==> src/rtl/core/threshold_priority_queue_core_macros.svh <==
// Assertion macros shared by the threshold priority queue RTL.
`ifndef THRESHOLD_PRIORITY_QUEUE_CORE_MACROS_SVH
`define THRESHOLD_PRIORITY_QUEUE_CORE_MACROS_SVH

// Same-cycle implication, sampled on clk, off during reset.
`define TPQ_ASSERT_IMP(label, ante, cons, msg) \
    label: assert property (@(posedge clk) disable iff (!rst_n) (ante) |-> (cons)) \
        else $error(msg);

// Next-cycle implication.
`define TPQ_ASSERT_NXT(label, ante, cons, msg) \
    label: assert property (@(posedge clk) disable iff (!rst_n) (ante) |=> (cons)) \
        else $error(msg);

// Condition that must never be seen.
`define TPQ_ASSERT_NEVER(label, expr, msg) \
    label: assert property (@(posedge clk) disable iff (!rst_n) !(expr)) \
        else $error(msg);

`endif

==> src/rtl/core/tpq_pkg.sv <==
// Types, constants and command codes of the threshold priority queue.
package tpq_pkg;

    localparam int DEPTH_DEF = 16;

    localparam int CMD_W    = 2;
    localparam int AGE_W    = 8;
    localparam int TAG_W    = 32;
    localparam int STATUS_W = 2;
    localparam int COUNT_W  = 5;

    localparam int PADDR_W = 3;
    localparam int PDATA_W = 32;

    localparam logic [CMD_W-1:0] CMD_ENQ      = 2'd0;
    localparam logic [CMD_W-1:0] CMD_PRIO_ENQ = 2'd1;
    localparam logic [CMD_W-1:0] CMD_DEQ      = 2'd2;
    localparam logic [CMD_W-1:0] CMD_REVERSE  = 2'd3;

    localparam logic [STATUS_W-1:0] ST_DONE  = 2'd0;
    localparam logic [STATUS_W-1:0] ST_FULL  = 2'd1;
    localparam logic [STATUS_W-1:0] ST_EMPTY = 2'd2;

    localparam logic REG_PRIORITY_AGE = 1'b0;

    localparam logic [AGE_W-1:0] PRIORITY_AGE_RESET = 8'd65;

    typedef enum logic [2:0] {
        CELL_HOLD,
        CELL_INSERT,
        CELL_SHIFT,
        CELL_LOAD_KEY,
        CELL_SORT
    } cell_op_t;

    typedef struct packed {
        logic [AGE_W-1:0] age;
        logic [TAG_W-1:0] tag;
    } entry_t;

    // Broadcast to every cell each cycle.
    typedef struct packed {
        cell_op_t         op;
        logic [AGE_W-1:0] age;
        logic [TAG_W-1:0] tag;
        logic             prio;
        logic             phase;
    } cell_ctrl_t;

endpackage

==> src/rtl/core/tpq_if.sv <==
// Command and response stream interfaces of the threshold priority queue.
interface tpq_cmd_if;
    logic                       valid;
    logic                       ready;
    logic [tpq_pkg::CMD_W-1:0]  command;
    logic [tpq_pkg::AGE_W-1:0]  age;
    logic [tpq_pkg::TAG_W-1:0]  person_tag;

    modport source (output valid, command, age, person_tag, input ready);
    modport sink   (input valid, command, age, person_tag, output ready);
endinterface

interface tpq_rsp_if;
    logic                          valid;
    logic                          ready;
    logic [tpq_pkg::STATUS_W-1:0]  status;
    logic [tpq_pkg::AGE_W-1:0]     out_age;
    logic [tpq_pkg::TAG_W-1:0]     out_tag;
    logic [tpq_pkg::COUNT_W-1:0]   entry_count;

    modport source (output valid, status, out_age, out_tag, entry_count, input ready);
    modport sink   (input valid, status, out_age, out_tag, entry_count, output ready);
endinterface

==> src/rtl/core/tpq_regs.sv <==
// APB register block: holds the priority age threshold.
module tpq_regs (
    input  logic                          clk,
    input  logic                          rst_n,
    input  logic                          psel,
    input  logic                          penable,
    input  logic                          pwrite,
    input  logic [tpq_pkg::PADDR_W-1:0]   paddr,
    input  logic [tpq_pkg::PDATA_W-1:0]   pwdata,
    output logic [tpq_pkg::PDATA_W-1:0]   prdata,
    output logic                          pready,
    output logic [tpq_pkg::AGE_W-1:0]     priority_age
);
    import tpq_pkg::*;

    logic             wr_en;
    logic             reg_index;
    logic [AGE_W-1:0] prio_age_reg;
    logic [AGE_W-1:0] prio_age_next;

    assign reg_index = paddr[2];
    assign pready    = 1'b1;
    assign wr_en     = psel && penable && pwrite && (reg_index == REG_PRIORITY_AGE);

    always_comb
    begin
        prio_age_next = prio_age_reg;
        if (wr_en)
        begin
            prio_age_next = pwdata[AGE_W-1:0];
        end
    end

    always_ff @(posedge clk or negedge rst_n)
    begin
        if (!rst_n)
        begin
            prio_age_reg <= PRIORITY_AGE_RESET;
        end
        else
        begin
            prio_age_reg <= prio_age_next;
        end
    end

    always_comb
    begin
        prdata = '0;
        if (reg_index == REG_PRIORITY_AGE)
        begin
            prdata = {{(PDATA_W - AGE_W){1'b0}}, prio_age_reg};
        end
    end

    assign priority_age = prio_age_reg;

endmodule

==> src/rtl/core/tpq_cell.sv <==
// One queue cell: holds an entry and a sort key, trades with its two neighbors.
module tpq_cell #(
    parameter int DEPTH = tpq_pkg::DEPTH_DEF,
    parameter int INDEX = 0
) (
    input  logic                           clk,
    input  tpq_pkg::cell_ctrl_t            ctrl,
    input  logic [$clog2(DEPTH+1)-1:0]     count,
    input  tpq_pkg::entry_t                left_entry,
    input  logic [$clog2(DEPTH)-1:0]       left_key,
    input  logic                           found_in,
    input  tpq_pkg::entry_t                right_entry,
    input  logic [$clog2(DEPTH)-1:0]       right_key,
    input  logic                           swap_in,
    output tpq_pkg::entry_t                entry,
    output logic [$clog2(DEPTH)-1:0]       key,
    output logic                           found_out,
    output logic                           swap_out
);
    import tpq_pkg::*;

    localparam int CNT_W = $clog2(DEPTH + 1);
    localparam int KEY_W = $clog2(DEPTH);
    localparam logic [CNT_W-1:0] IDX = CNT_W'(INDEX);
    // parity of the pair (INDEX-1, INDEX)
    localparam logic LEFT_PHASE = 1'((INDEX + 1) % 2);

    entry_t           entry_reg;
    entry_t           entry_next;
    logic [KEY_W-1:0] key_reg;
    logic [KEY_W-1:0] key_next;
    logic             valid;
    logic             hit;
    logic [CNT_W-1:0] rev_pos;

    assign valid = IDX < count;
    // first hit from the head marks the insertion slot; the tail slot always hits
    assign hit       = (valid && ctrl.prio && (entry_reg.age < ctrl.age)) || (IDX == count);
    assign found_out = found_in | hit;
    assign rev_pos   = count - IDX - CNT_W'(1);

    generate
        if (INDEX == 0)
        begin : g_head
            assign swap_out = 1'b0;
        end
        else
        begin : g_body
            assign swap_out = (ctrl.op == CELL_SORT) && (ctrl.phase == LEFT_PHASE) && valid
                              && (left_key > key_reg);
        end
    endgenerate

    always_comb
    begin
        entry_next = entry_reg;
        key_next   = key_reg;
        unique case (ctrl.op)
            CELL_HOLD:
            begin
            end
            CELL_INSERT:
            begin
                if (found_in)
                begin
                    entry_next = left_entry;
                end
                else if (hit)
                begin
                    entry_next.age = ctrl.age;
                    entry_next.tag = ctrl.tag;
                end
            end
            CELL_SHIFT:
            begin
                entry_next = right_entry;
            end
            CELL_LOAD_KEY:
            begin
                key_next = rev_pos[KEY_W-1:0];
            end
            CELL_SORT:
            begin
                if (swap_in)
                begin
                    entry_next = right_entry;
                    key_next   = right_key;
                end
                else if (swap_out)
                begin
                    entry_next = left_entry;
                    key_next   = left_key;
                end
            end
            default:
            begin
            end
        endcase
    end

    always_ff @(posedge clk)
    begin
        entry_reg <= entry_next;
        key_reg   <= key_next;
    end

    assign entry = entry_reg;
    assign key   = key_reg;

endmodule

==> src/rtl/core/threshold_priority_queue_core.sv <==
// Top level of the threshold priority queue: sequencer, result register, cell chain.
//
//   Channel  Kind      Direction  Carries
//   cmd      stream    in         command, age, person_tag
//   rsp      stream    out        status, out_age, out_tag, entry_count
//   apb      register  in/out     priority_age at byte address 0
//
// Enqueue and priority enqueue: all cells compare against the new age in parallel
// and shift in the same cycle; dequeue shifts every cell toward the head.
// Reverse of N >= 2 entries first loads target keys into the cells, then runs N odd-even
// exchange rounds between neighboring cells; with fewer it answers without touching the cells.
// rst_n clears the count, the sequencer and the result valid flag.
// A result waiting in the output register holds off the next command until it
// is taken; a result transfer in the same cycle frees the slot.
`include "threshold_priority_queue_core_macros.svh"

module threshold_priority_queue_core #(
    parameter int DEPTH = tpq_pkg::DEPTH_DEF
) (
    input  logic                          clk,
    input  logic                          rst_n,
    tpq_cmd_if.sink                       cmd,
    tpq_rsp_if.source                     rsp,
    input  logic                          psel,
    input  logic                          penable,
    input  logic                          pwrite,
    input  logic [tpq_pkg::PADDR_W-1:0]   paddr,
    input  logic [tpq_pkg::PDATA_W-1:0]   pwdata,
    output logic [tpq_pkg::PDATA_W-1:0]   prdata,
    output logic                          pready
);
    import tpq_pkg::*;

    localparam int CNT_W = $clog2(DEPTH + 1);
    localparam int KEY_W = $clog2(DEPTH);
    localparam int EXT_W = CNT_W + COUNT_W;
    localparam logic [CNT_W-1:0] FULL_COUNT = CNT_W'(DEPTH);

    localparam logic S_IDLE    = 1'b0;
    localparam logic S_REVERSE = 1'b1;

    logic [AGE_W-1:0] priority_age;

    logic             state_reg;
    logic             state_next;
    logic [CNT_W-1:0] count_reg;
    logic [CNT_W-1:0] count_next;
    logic [CNT_W-1:0] round_reg;
    logic [CNT_W-1:0] round_next;
    logic [EXT_W-1:0] count_ext;

    logic                rsp_valid_reg;
    logic                rsp_valid_next;
    logic [STATUS_W-1:0] status_reg;
    logic [STATUS_W-1:0] status_next;
    logic [AGE_W-1:0]    out_age_reg;
    logic [AGE_W-1:0]    out_age_next;
    logic [TAG_W-1:0]    out_tag_reg;
    logic [TAG_W-1:0]    out_tag_next;
    logic [COUNT_W-1:0]  entry_count_reg;
    logic [COUNT_W-1:0]  entry_count_next;

    logic       out_free;
    logic       accept;
    logic       load_rsp;
    logic       last_round;
    cell_ctrl_t ctrl;

    entry_t           ent_w  [DEPTH+2];
    logic [KEY_W-1:0] key_w  [DEPTH+2];
    logic             found  [DEPTH+1];
    logic             swap_l [DEPTH+1];

    tpq_regs u_regs (
        .clk          (clk),
        .rst_n        (rst_n),
        .psel         (psel),
        .penable      (penable),
        .pwrite       (pwrite),
        .paddr        (paddr),
        .pwdata       (pwdata),
        .prdata       (prdata),
        .pready       (pready),
        .priority_age (priority_age)
    );

    assign out_free   = !rsp_valid_reg || rsp.ready;
    assign cmd.ready  = (state_reg == S_IDLE) && out_free;
    assign accept     = cmd.valid && cmd.ready;
    assign last_round = (round_reg == (count_reg - CNT_W'(1)));

    always_comb
    begin
        ctrl.op    = CELL_HOLD;
        ctrl.age   = cmd.age;
        ctrl.tag   = cmd.person_tag;
        ctrl.prio  = (cmd.command == CMD_PRIO_ENQ) && (cmd.age >= priority_age);
        ctrl.phase = round_reg[0];

        state_next   = state_reg;
        count_next   = count_reg;
        round_next   = round_reg;
        load_rsp     = 1'b0;
        status_next  = ST_DONE;
        out_age_next = '0;
        out_tag_next = '0;

        unique case (state_reg)
            S_IDLE:
            begin
                if (accept)
                begin
                    unique case (cmd.command) inside
                        CMD_ENQ, CMD_PRIO_ENQ:
                        begin
                            load_rsp = 1'b1;
                            if (count_reg == FULL_COUNT)
                            begin
                                status_next = ST_FULL;
                            end
                            else
                            begin
                                ctrl.op    = CELL_INSERT;
                                count_next = count_reg + CNT_W'(1);
                            end
                        end
                        CMD_DEQ:
                        begin
                            load_rsp = 1'b1;
                            if (count_reg == '0)
                            begin
                                status_next = ST_EMPTY;
                            end
                            else
                            begin
                                ctrl.op      = CELL_SHIFT;
                                count_next   = count_reg - CNT_W'(1);
                                out_age_next = ent_w[1].age;
                                out_tag_next = ent_w[1].tag;
                            end
                        end
                        CMD_REVERSE:
                        begin
                            if (count_reg < CNT_W'(2))
                            begin
                                load_rsp = 1'b1;
                            end
                            else
                            begin
                                ctrl.op    = CELL_LOAD_KEY;
                                round_next = '0;
                                state_next = S_REVERSE;
                            end
                        end
                        default:
                        begin
                        end
                    endcase
                end
            end
            S_REVERSE:
            begin
                // extra rounds while the result waits are no-ops: the order is settled
                ctrl.op = CELL_SORT;
                if (!last_round)
                begin
                    round_next = round_reg + CNT_W'(1);
                end
                else if (out_free)
                begin
                    load_rsp   = 1'b1;
                    state_next = S_IDLE;
                end
            end
            default:
            begin
                state_next = S_IDLE;
            end
        endcase
    end

    assign count_ext        = EXT_W'(count_next);
    assign entry_count_next = count_ext[COUNT_W-1:0];

    always_comb
    begin
        rsp_valid_next = rsp_valid_reg && !rsp.ready;
        if (load_rsp)
        begin
            rsp_valid_next = 1'b1;
        end
    end

    always_ff @(posedge clk or negedge rst_n)
    begin
        if (!rst_n)
        begin
            state_reg     <= S_IDLE;
            count_reg     <= '0;
            round_reg     <= '0;
            rsp_valid_reg <= 1'b0;
        end
        else
        begin
            state_reg     <= state_next;
            count_reg     <= count_next;
            round_reg     <= round_next;
            rsp_valid_reg <= rsp_valid_next;
        end
    end

    always_ff @(posedge clk)
    begin
        if (load_rsp)
        begin
            status_reg      <= status_next;
            out_age_reg     <= out_age_next;
            out_tag_reg     <= out_tag_next;
            entry_count_reg <= entry_count_next;
        end
    end

    assign rsp.valid       = rsp_valid_reg;
    assign rsp.status      = status_reg;
    assign rsp.out_age     = out_age_reg;
    assign rsp.out_tag     = out_tag_reg;
    assign rsp.entry_count = entry_count_reg;

    // Chain ends: slot 0 feeds the head cell, slot DEPTH+1 the tail cell.
    assign ent_w[0].age      = cmd.age;
    assign ent_w[0].tag      = cmd.person_tag;
    assign key_w[0]          = '0;
    assign ent_w[DEPTH+1]    = '0;
    assign key_w[DEPTH+1]    = '0;
    assign found[0]          = 1'b0;
    assign swap_l[DEPTH]     = 1'b0;

    generate
        for (genvar i = 0; i < DEPTH; i++)
        begin : g_cell
            tpq_cell #(
                .DEPTH (DEPTH),
                .INDEX (i)
            ) u_cell (
                .clk         (clk),
                .ctrl        (ctrl),
                .count       (count_reg),
                .left_entry  (ent_w[i]),
                .left_key    (key_w[i]),
                .found_in    (found[i]),
                .right_entry (ent_w[i+2]),
                .right_key   (key_w[i+2]),
                .swap_in     (swap_l[i+1]),
                .entry       (ent_w[i+1]),
                .key         (key_w[i+1]),
                .found_out   (found[i+1]),
                .swap_out    (swap_l[i])
            );
        end
    endgenerate

    `TPQ_ASSERT_NEVER(a_head_no_left_swap, swap_l[0], "head cell requested a swap to its left")
    `TPQ_ASSERT_IMP(a_insert_has_slot, ctrl.op == CELL_INSERT, found[DEPTH], "insert found no slot")
    `TPQ_ASSERT_IMP(a_reverse_needs_two, state_reg == S_REVERSE, count_reg >= CNT_W'(2), "reverse run with fewer than two entries")
    `TPQ_ASSERT_NXT(a_deq_drops_one, accept && cmd.command == CMD_DEQ && count_reg != '0, count_reg == $past(count_reg) - CNT_W'(1), "dequeue did not drop one entry")

endmodule
==> src/flat_wrapper.sv <==
// flat-port wrapper written by rule: the top's interface ports become plain ports
module threshold_priority_queue_core_flat import tpq_pkg::*;
#(
    parameter int DEPTH = tpq_pkg::DEPTH_DEF
)
  (clk, rst_n, psel, penable, pwrite, paddr, pwdata, prdata, pready, cmd_valid, cmd_command, cmd_age, cmd_person_tag, cmd_ready, rsp_valid, rsp_status, rsp_out_age, rsp_out_tag, rsp_entry_count, rsp_ready);
  tpq_cmd_if cmd_i ();
  tpq_rsp_if rsp_i ();
  input  logic clk;
  input  logic rst_n;
  input  logic psel;
  input  logic penable;
  input  logic pwrite;
  input  logic [tpq_pkg::PADDR_W-1:0] paddr;
  input  logic [tpq_pkg::PDATA_W-1:0] pwdata;
  output logic [tpq_pkg::PDATA_W-1:0] prdata;
  output logic pready;
  input wire logic [$bits(cmd_i.valid)-1:0] cmd_valid;
  input wire logic [$bits(cmd_i.command)-1:0] cmd_command;
  input wire logic [$bits(cmd_i.age)-1:0] cmd_age;
  input wire logic [$bits(cmd_i.person_tag)-1:0] cmd_person_tag;
  output wire logic [$bits(cmd_i.ready)-1:0] cmd_ready;
  output wire logic [$bits(rsp_i.valid)-1:0] rsp_valid;
  output wire logic [$bits(rsp_i.status)-1:0] rsp_status;
  output wire logic [$bits(rsp_i.out_age)-1:0] rsp_out_age;
  output wire logic [$bits(rsp_i.out_tag)-1:0] rsp_out_tag;
  output wire logic [$bits(rsp_i.entry_count)-1:0] rsp_entry_count;
  input wire logic [$bits(rsp_i.ready)-1:0] rsp_ready;
  assign cmd_i.valid = cmd_valid;
  assign cmd_i.command = cmd_command;
  assign cmd_i.age = cmd_age;
  assign cmd_i.person_tag = cmd_person_tag;
  assign cmd_ready = cmd_i.ready;
  assign rsp_valid = rsp_i.valid;
  assign rsp_status = rsp_i.status;
  assign rsp_out_age = rsp_i.out_age;
  assign rsp_out_tag = rsp_i.out_tag;
  assign rsp_entry_count = rsp_i.entry_count;
  assign rsp_i.ready = rsp_ready;
  threshold_priority_queue_core #(.DEPTH(DEPTH)) u_core (.clk(clk), .rst_n(rst_n), .cmd(cmd_i), .rsp(rsp_i), .psel(psel), .penable(penable), .pwrite(pwrite), .paddr(paddr), .pwdata(pwdata), .prdata(prdata), .pready(pready));
endmodule
==> config.mk <==
export PLATFORM = sky130hd
export DESIGN_NAME = threshold_priority_queue_core_flat
export DESIGN_NICKNAME = d
export VERILOG_FILES = /design/src/rtl/core/tpq_pkg.sv /design/src/rtl/core/tpq_if.sv /design/src/rtl/core/tpq_regs.sv /design/src/rtl/core/tpq_cell.sv /design/src/rtl/core/threshold_priority_queue_core.sv /design/src/flat_wrapper.sv
export VERILOG_INCLUDE_DIRS = /design/src /design/src/rtl/core
export SDC_FILE = /design/constraint.sdc
export NUM_CORES = 2
export LEC_CHECK = 0
export BUFFER_PORTS_ARGS = -buffer_cell sky130_fd_sc_hd__buf_4
export CAP_MARGIN = 20
export CORE_MARGIN = 3
export CORE_UTILIZATION = 45
export DETAILED_ROUTE_END_ITERATION = 12
export PLACE_DENSITY_LB_ADDON = 0.1
export REMOVE_ABC_BUFFERS = 1
export SLEW_MARGIN = 5
export SYNTH_ARGS = -nofsm -noshare
export SYNTH_HDL_FRONTEND = slang
export SYNTH_HIERARCHICAL = 1
export SYNTH_SLANG_ARGS = --single-unit
export TNS_END_PERCENT = 1
==> constraint.sdc <==
create_clock -name clk -period 9.4 [get_ports clk]
set_clock_uncertainty 0.05 [all_clocks]
set_input_delay 1.88 -clock clk [delete_from_list [all_inputs] [get_ports clk]]
set_output_delay 1.88 -clock clk [all_outputs]
set_load 0.1 [all_outputs]
Word-level counts from Yosys, hierarchy flattened
Index checks and enable logic that the tools add are counted.
{"block": "totals", "ff_bits": 771, "latch_bits": 0, "mem_bits_rw": 0, "romBits": 0, "in_bits": 84, "output_inout_bits": 82, "word_cells": 504, "memories": 0}
{"block": "classes", "add_sub_neg": 32, "mul": 0, "div_mod_pow": 0, "order_cmp": 49, "n_eq_ne": 60, "n_shift": 0, "mux": 156, "bitwise": 19, "reduce_logical": 131}
{"op": "40-bit 2-to-1 mux", "n": 61}
{"op": "40-bit case mux with 3 select lines", "n": 16}
{"op": "8-bit < comparator", "n": 16}
{"op": "4-bit case mux with 2 select lines", "n": 16}
{"op": "4-bit 2-to-1 mux", "n": 30}
{"op": "3-bit inequality test (second input constant)", "n": 29}
{"op": "1-bit logical AND", "n": 71}
{"op": "4-bit > comparator", "n": 15}
{"op": "4-bit by 1-bit subtractor with 4-bit output (second input constant)", "n": 15}
{"op": "3-bit AND reduction", "n": 16}
{"op": "4-bit by 5-bit == test with 1-bit output (first input constant)", "n": 8}
{"op": "4-bit by 5-bit < comparator with 1-bit output (first input constant)", "n": 8}
{"op": "5-bit 2-to-1 mux", "n": 8}
{"op": "2-bit AND reduction", "n": 16}
{"op": "4-bit subtractor (second input constant)", "n": 8}
{"op": "3-bit by 5-bit == test with 1-bit output (first input constant)", "n": 4}
{"op": "3-bit by 5-bit < comparator with 1-bit output (first input constant)", "n": 4}
{"op": "5-bit case mux with 2 select lines", "n": 2}
{"op": "1-bit logical OR", "n": 17}
{"op": "4-bit by 3-bit subtractor with 4-bit output (second input constant)", "n": 4}
{"op": "1-bit OR", "n": 14}
{"op": "1-bit 2-to-1 mux", "n": 12}
{"op": "2-bit inequality test (second input constant)", "n": 6}
{"op": "5-bit by 1-bit adder with 5-bit output (second input constant)", "n": 2}
{"op": "33 further kinds", "n": 49}

Longest topological paths before layout
{"block": "depth", "ltp_word": 21, "depth_mapped": 48, "ltp_nobuf": 47}

By module
The synthesis kept the hierarchy.
{"mod": "tpq_cell (u_core.g_cell[4].u_cell ...)", "instances": 2, "cells_each": 216, "area_per_inst_um2": 2527.4, "seq_area_each_um2": 1321.3}
{"mod": "threshold_priority_queue_core", "instances": 1, "cells_each": 250, "area_per_inst_um2": 2890.3, "seq_area_each_um2": 1711.6}
{"mod": "tpq_cell (u_core.g_cell[14].u_cell)", "instances": 1, "cells_each": 263, "area_per_inst_um2": 2722.6, "seq_area_each_um2": 1321.3}
{"mod": "tpq_cell (u_core.g_cell[1].u_cell)", "instances": 1, "cells_each": 211, "area_per_inst_um2": 2553.7, "seq_area_each_um2": 1321.3}
{"mod": "tpq_cell (u_core.g_cell[10].u_cell)", "instances": 1, "cells_each": 217, "area_per_inst_um2": 2551.2, "seq_area_each_um2": 1321.3}
{"mod": "tpq_cell (u_core.g_cell[12].u_cell)", "instances": 1, "cells_each": 219, "area_per_inst_um2": 2546.2, "seq_area_each_um2": 1321.3}
{"mod": "tpq_cell (u_core.g_cell[8].u_cell)", "instances": 1, "cells_each": 215, "area_per_inst_um2": 2541.2, "seq_area_each_um2": 1321.3}
{"mod": "tpq_cell (u_core.g_cell[13].u_cell)", "instances": 1, "cells_each": 216, "area_per_inst_um2": 2533.7, "seq_area_each_um2": 1321.3}
{"mod": "tpq_cell (u_core.g_cell[5].u_cell)", "instances": 1, "cells_each": 217, "area_per_inst_um2": 2532.4, "seq_area_each_um2": 1321.3}
{"mod": "tpq_cell (u_core.g_cell[2].u_cell)", "instances": 1, "cells_each": 216, "area_per_inst_um2": 2521.2, "seq_area_each_um2": 1321.3}
{"mod": "tpq_cell (u_core.g_cell[11].u_cell)", "instances": 1, "cells_each": 214, "area_per_inst_um2": 2511.2, "seq_area_each_um2": 1321.3}
{"mod": "tpq_cell (u_core.g_cell[0].u_cell)", "instances": 1, "cells_each": 236, "area_per_inst_um2": 2509.9, "seq_area_each_um2": 1321.3}
{"mod": "tpq_cell (u_core.g_cell[6].u_cell)", "instances": 1, "cells_each": 221, "area_per_inst_um2": 2509.9, "seq_area_each_um2": 1321.3}
{"mod": "tpq_cell (u_core.g_cell[3].u_cell)", "instances": 1, "cells_each": 210, "area_per_inst_um2": 2481.1, "seq_area_each_um2": 1321.3}
{"mod": "+3 rows"}

Least setup slack after synthesis
Ideal clock, no wire load.
{"block": "synth_path", "path_type": "input -> register", "from": "input cmd_age[0]", "to": "register u_core.g_cell[14].u_cell.entry_reg, in the netlist u_core/g_cell[14].u_cell/entry[0], enable pin", "setup_time_ps": 754, "t_arrival_ps": 10099, "required_ps": 8596, "path_slack_ps": -1503, "cell_stages": 43, "n_path_buf": 0, "path_cell_list": "inv_1 -> ha_1 -> nand2b_1 -> a21o_1 -> a21o_1 -> a21oi_1 -> o31ai_1 -> nor3b_1 -> o211ai_1 -> nand3_1 -> inv_1 -> nand2_1 -> a31oi_1 -> inv_1 -> a41oi_1 -> nand2_1 -> a311oi_1 -> inv_1 -> [... 7 more ...] -> a31oi_1 -> o211ai_1 -> a2bb2oi_1 -> a41oi_1 -> or4b_1 -> and2_1 -> a31oi_1 -> o21ai_2 -> a41oi_1 -> nand2_1 -> a41oi_1 -> o41ai_2 -> a41oi_1 -> nand2_1 -> o21ai_0 -> a21oi_1 -> a211oi_1 -> o21ai_0"}
{"element": "from (decl)", "line_no": "flat_wrapper.sv:20", "source": "input wire logic [$bits(cmd_i.age)-1:0] cmd_age;"}
{"element": "to (signal assigned)", "line_no": "tpq_cell.sv:103", "source": "entry_reg <= entry_next;"}
{"element": "to (decl)", "line_no": "tpq_cell.sv:28", "source": "entry_t entry_reg;"}

==> results.sh <==
export IMPL_die_area_um2=101000
export IMPL_critical_path_class="input port to flip-flop"
export IMPL_max_clock_path_buffers=3
export IMPL_yosys_warnings=6
export IMPL_place_detailed_hpwl_mm=82.4
export IMPL_setup_slack_ns=0.384
export IMPL_grt_first_pass_wirelength_mm=193
export IMPL_cp_slowest_cell="or4b_4"
export IMPL_cap_viol_max_count=0
export IMPL_rsz0062_at_grt="yes"
export IMPL_final_cells=5289
export IMPL_antenna_found_initial=6
export IMPL_place_ws_ns=-0.772
export IMPL_drv_slew=0
export IMPL_clk_latency_ns=0.67
export IMPL_drt_first_pass_iters=12
export IMPL_grt_use_total=0.238
export IMPL_period_minus_slack_ns=9.02
export IMPL_avgRoutedWirePerCell_um=23.6
export IMPL_ios=166
export IMPL_wl_mm=125
export IMPL_fin_crit_sh=0.959
export IMPL_grt_pass1_vias=31700
export IMPL_cts_sinks=771
export IMPL_max_freq_ghz=0.111
export IMPL_ir_drop_mv=0.202
export IMPL_fillers=8580
export IMPL_critical_path_buf_inv_count=7
export IMPL_setup_viol=0
export IMPL_area_growth_syn_to_layout_pct=12.9
export IMPL_cts_htree_levels=3
export IMPL_cts_tree="yes"
export IMPL_drtAntennaViolNets=0
export IMPL_vias=31700
export IMPL_viasPerCell=5.99
export IMPL_synthCells=3802
export IMPL_required_ns=9.74
export IMPL_arrival_ns=9.35
export IMPL_die_y_um=318
export IMPL_place_area_um2=46300
export IMPL_outcome="completed"
export IMPL_cts_inserted_buffers=88
export IMPL_largest_reg_flops=640
export IMPL_path_common_cell="a41oi_2"
export IMPL_place_gp_congestion=0.833
export IMPL_start_util=0.458
export IMPL_ff_latch_area_um2=23100
export IMPL_hp_class="flip-flop to flip-flop"
export IMPL_relSlewSlack=0.252
export IMPL_nets=4249
export IMPL_power_density_nw_per_um2=439
export IMPL_grt_max_degree=112
export IMPL_core_area_um2=95900
export IMPL_start_kind="input port"
export IMPL_clkTransAtPathRegs_ns=0.06
export IMPL_fp_dieW_um=318
export IMPL_utilization=0.517
export IMPL_dr_first_iter_drc_count=5255
export IMPL_root_buffer="clkbuf_16"
export IMPL_fin_setup_tns_ns=0
export IMPL_synth_cell_area_um2=43900
export IMPL_multi_input_area_um2=16900
export IMPL_gr_total_overflow=0
export IMPL_fin_area_um2=49600
export IMPL_hold_viol_final=0
export IMPL_reg2reg_slack_ns=1.12
export IMPL_critPathTopFamily="compound AO/OA/AOI/OAI gates"
export IMPL_end_kind="flip-flop"
export IMPL_power_leakage_nw=20.7
export IMPL_port_buffers=114
export IMPL_worst_slew_pin_slew_ns=1.12
export IMPL_num_rows=113
export IMPL_dp_cells=5111
export IMPL_final_layout_size_suffix_gt1_frac=0.135
export IMPL_drcViolationCount=0
export IMPL_slowest_delay_ns=0.49
export IMPL_crit_fanout=10
export IMPL_avgSynthCellArea_um2=11.6
worst reg2reg max path: cells and delay by family (launching register included):
family	cells	cell delay, ns
and+or+nand+nor	11	1.63
DFF	1	0.59
AOI/OAI and AO/OA	27	4.68
adders and majority gates	1	0.22
buffers and inverters	5	0.62
muxes	1	0.24
layout by cell type, fill, tap and decap left out, types with 13 or more instances in the layout:
cell,n
nand2b_1,47
nor2_1,81
nand4_1,19
mux2i_1,127
nand3b_1,19
inv_1,777
buf_12,19
o211ai_1,21
nor3_1,16
conb_1,71
a22oi_1,31
edfxtp_1,751
buf_4,234
nor2_2,26
a21oi_4,15
nand2_1,181
clkinv_1,18
nand3_1,16
a221o_1,43
dfrtp_1,13
and3_1,44
a222oi_1,520
o21ai_0,90
clkbuf_1,17
xnor2_1,18
clkbuf_16,91
ha_1,206
a211oi_1,15
a21oi_1,114
and2_1,49
nor2b_1,28
path summary, 6_finish.rpt:
kind	startpoint	end	cells after the start
max	cmd_age[0]	u_core/g_cell[15].u_cell/entry[38]	47
min	u_core/round_reg[4]	u_core/round_reg[4]	1
max reg2reg	u_core/u_regs/priority_age[0]	u_core/g_cell[15].u_cell/entry[38]	45
min reg2reg	u_core/round_reg[4]	u_core/round_reg[4]	1
max in group asynchronous	rst_n	u_core/u_regs/priority_age[0]	1
min in group asynchronous	rst_n	u_core/u_regs/priority_age[7]	1
repair_timing:
item                       CTS  global route
gates cloned                 3             2
pin swaps                    6            30
hold buffers                 0             0
resized for setup           13            33
setup endpoints to repair  119           200
setup buffers                2             9
where the power goes:
part | total, mW | switching, mW | internal [mW]
Combinational | 9.97 | 6.17 | 3.80
Sequential | 8.37 | 1.39 | 6.98
Clock | 3.43 | 1.46 | 1.96
layout make-up:
cell class	instances	share of cell area
flip-flops and latches	771	0.465
multi-input cells	2053	0.341
inverters	782	0.0593
clock buffers	107	0.0462
repair buffers	260	0.0456
well taps	1265	0.0319
clock inverters	48	0.0106
diodes	3	0.000151
layer usage:
metal / wire, µm / GRT usage
met5: 17 / 0
met4: 1710 / 0.0511
met3: 7350 / 0.0312
met2: 60600 / 0.396
met1: 55200 / 0.333
metrics by stage:
step                      hold WS [ns]  total power, mW
after global routing             0.487             23.3
final                            0.469             21.8
after global placement           0.459             17.9
after detailed placement         0.461             18.1
after CTS                        0.469             21.7
after floorplan                  0.416             14.7
Note: power is estimated with default switching activity, not from simulation.
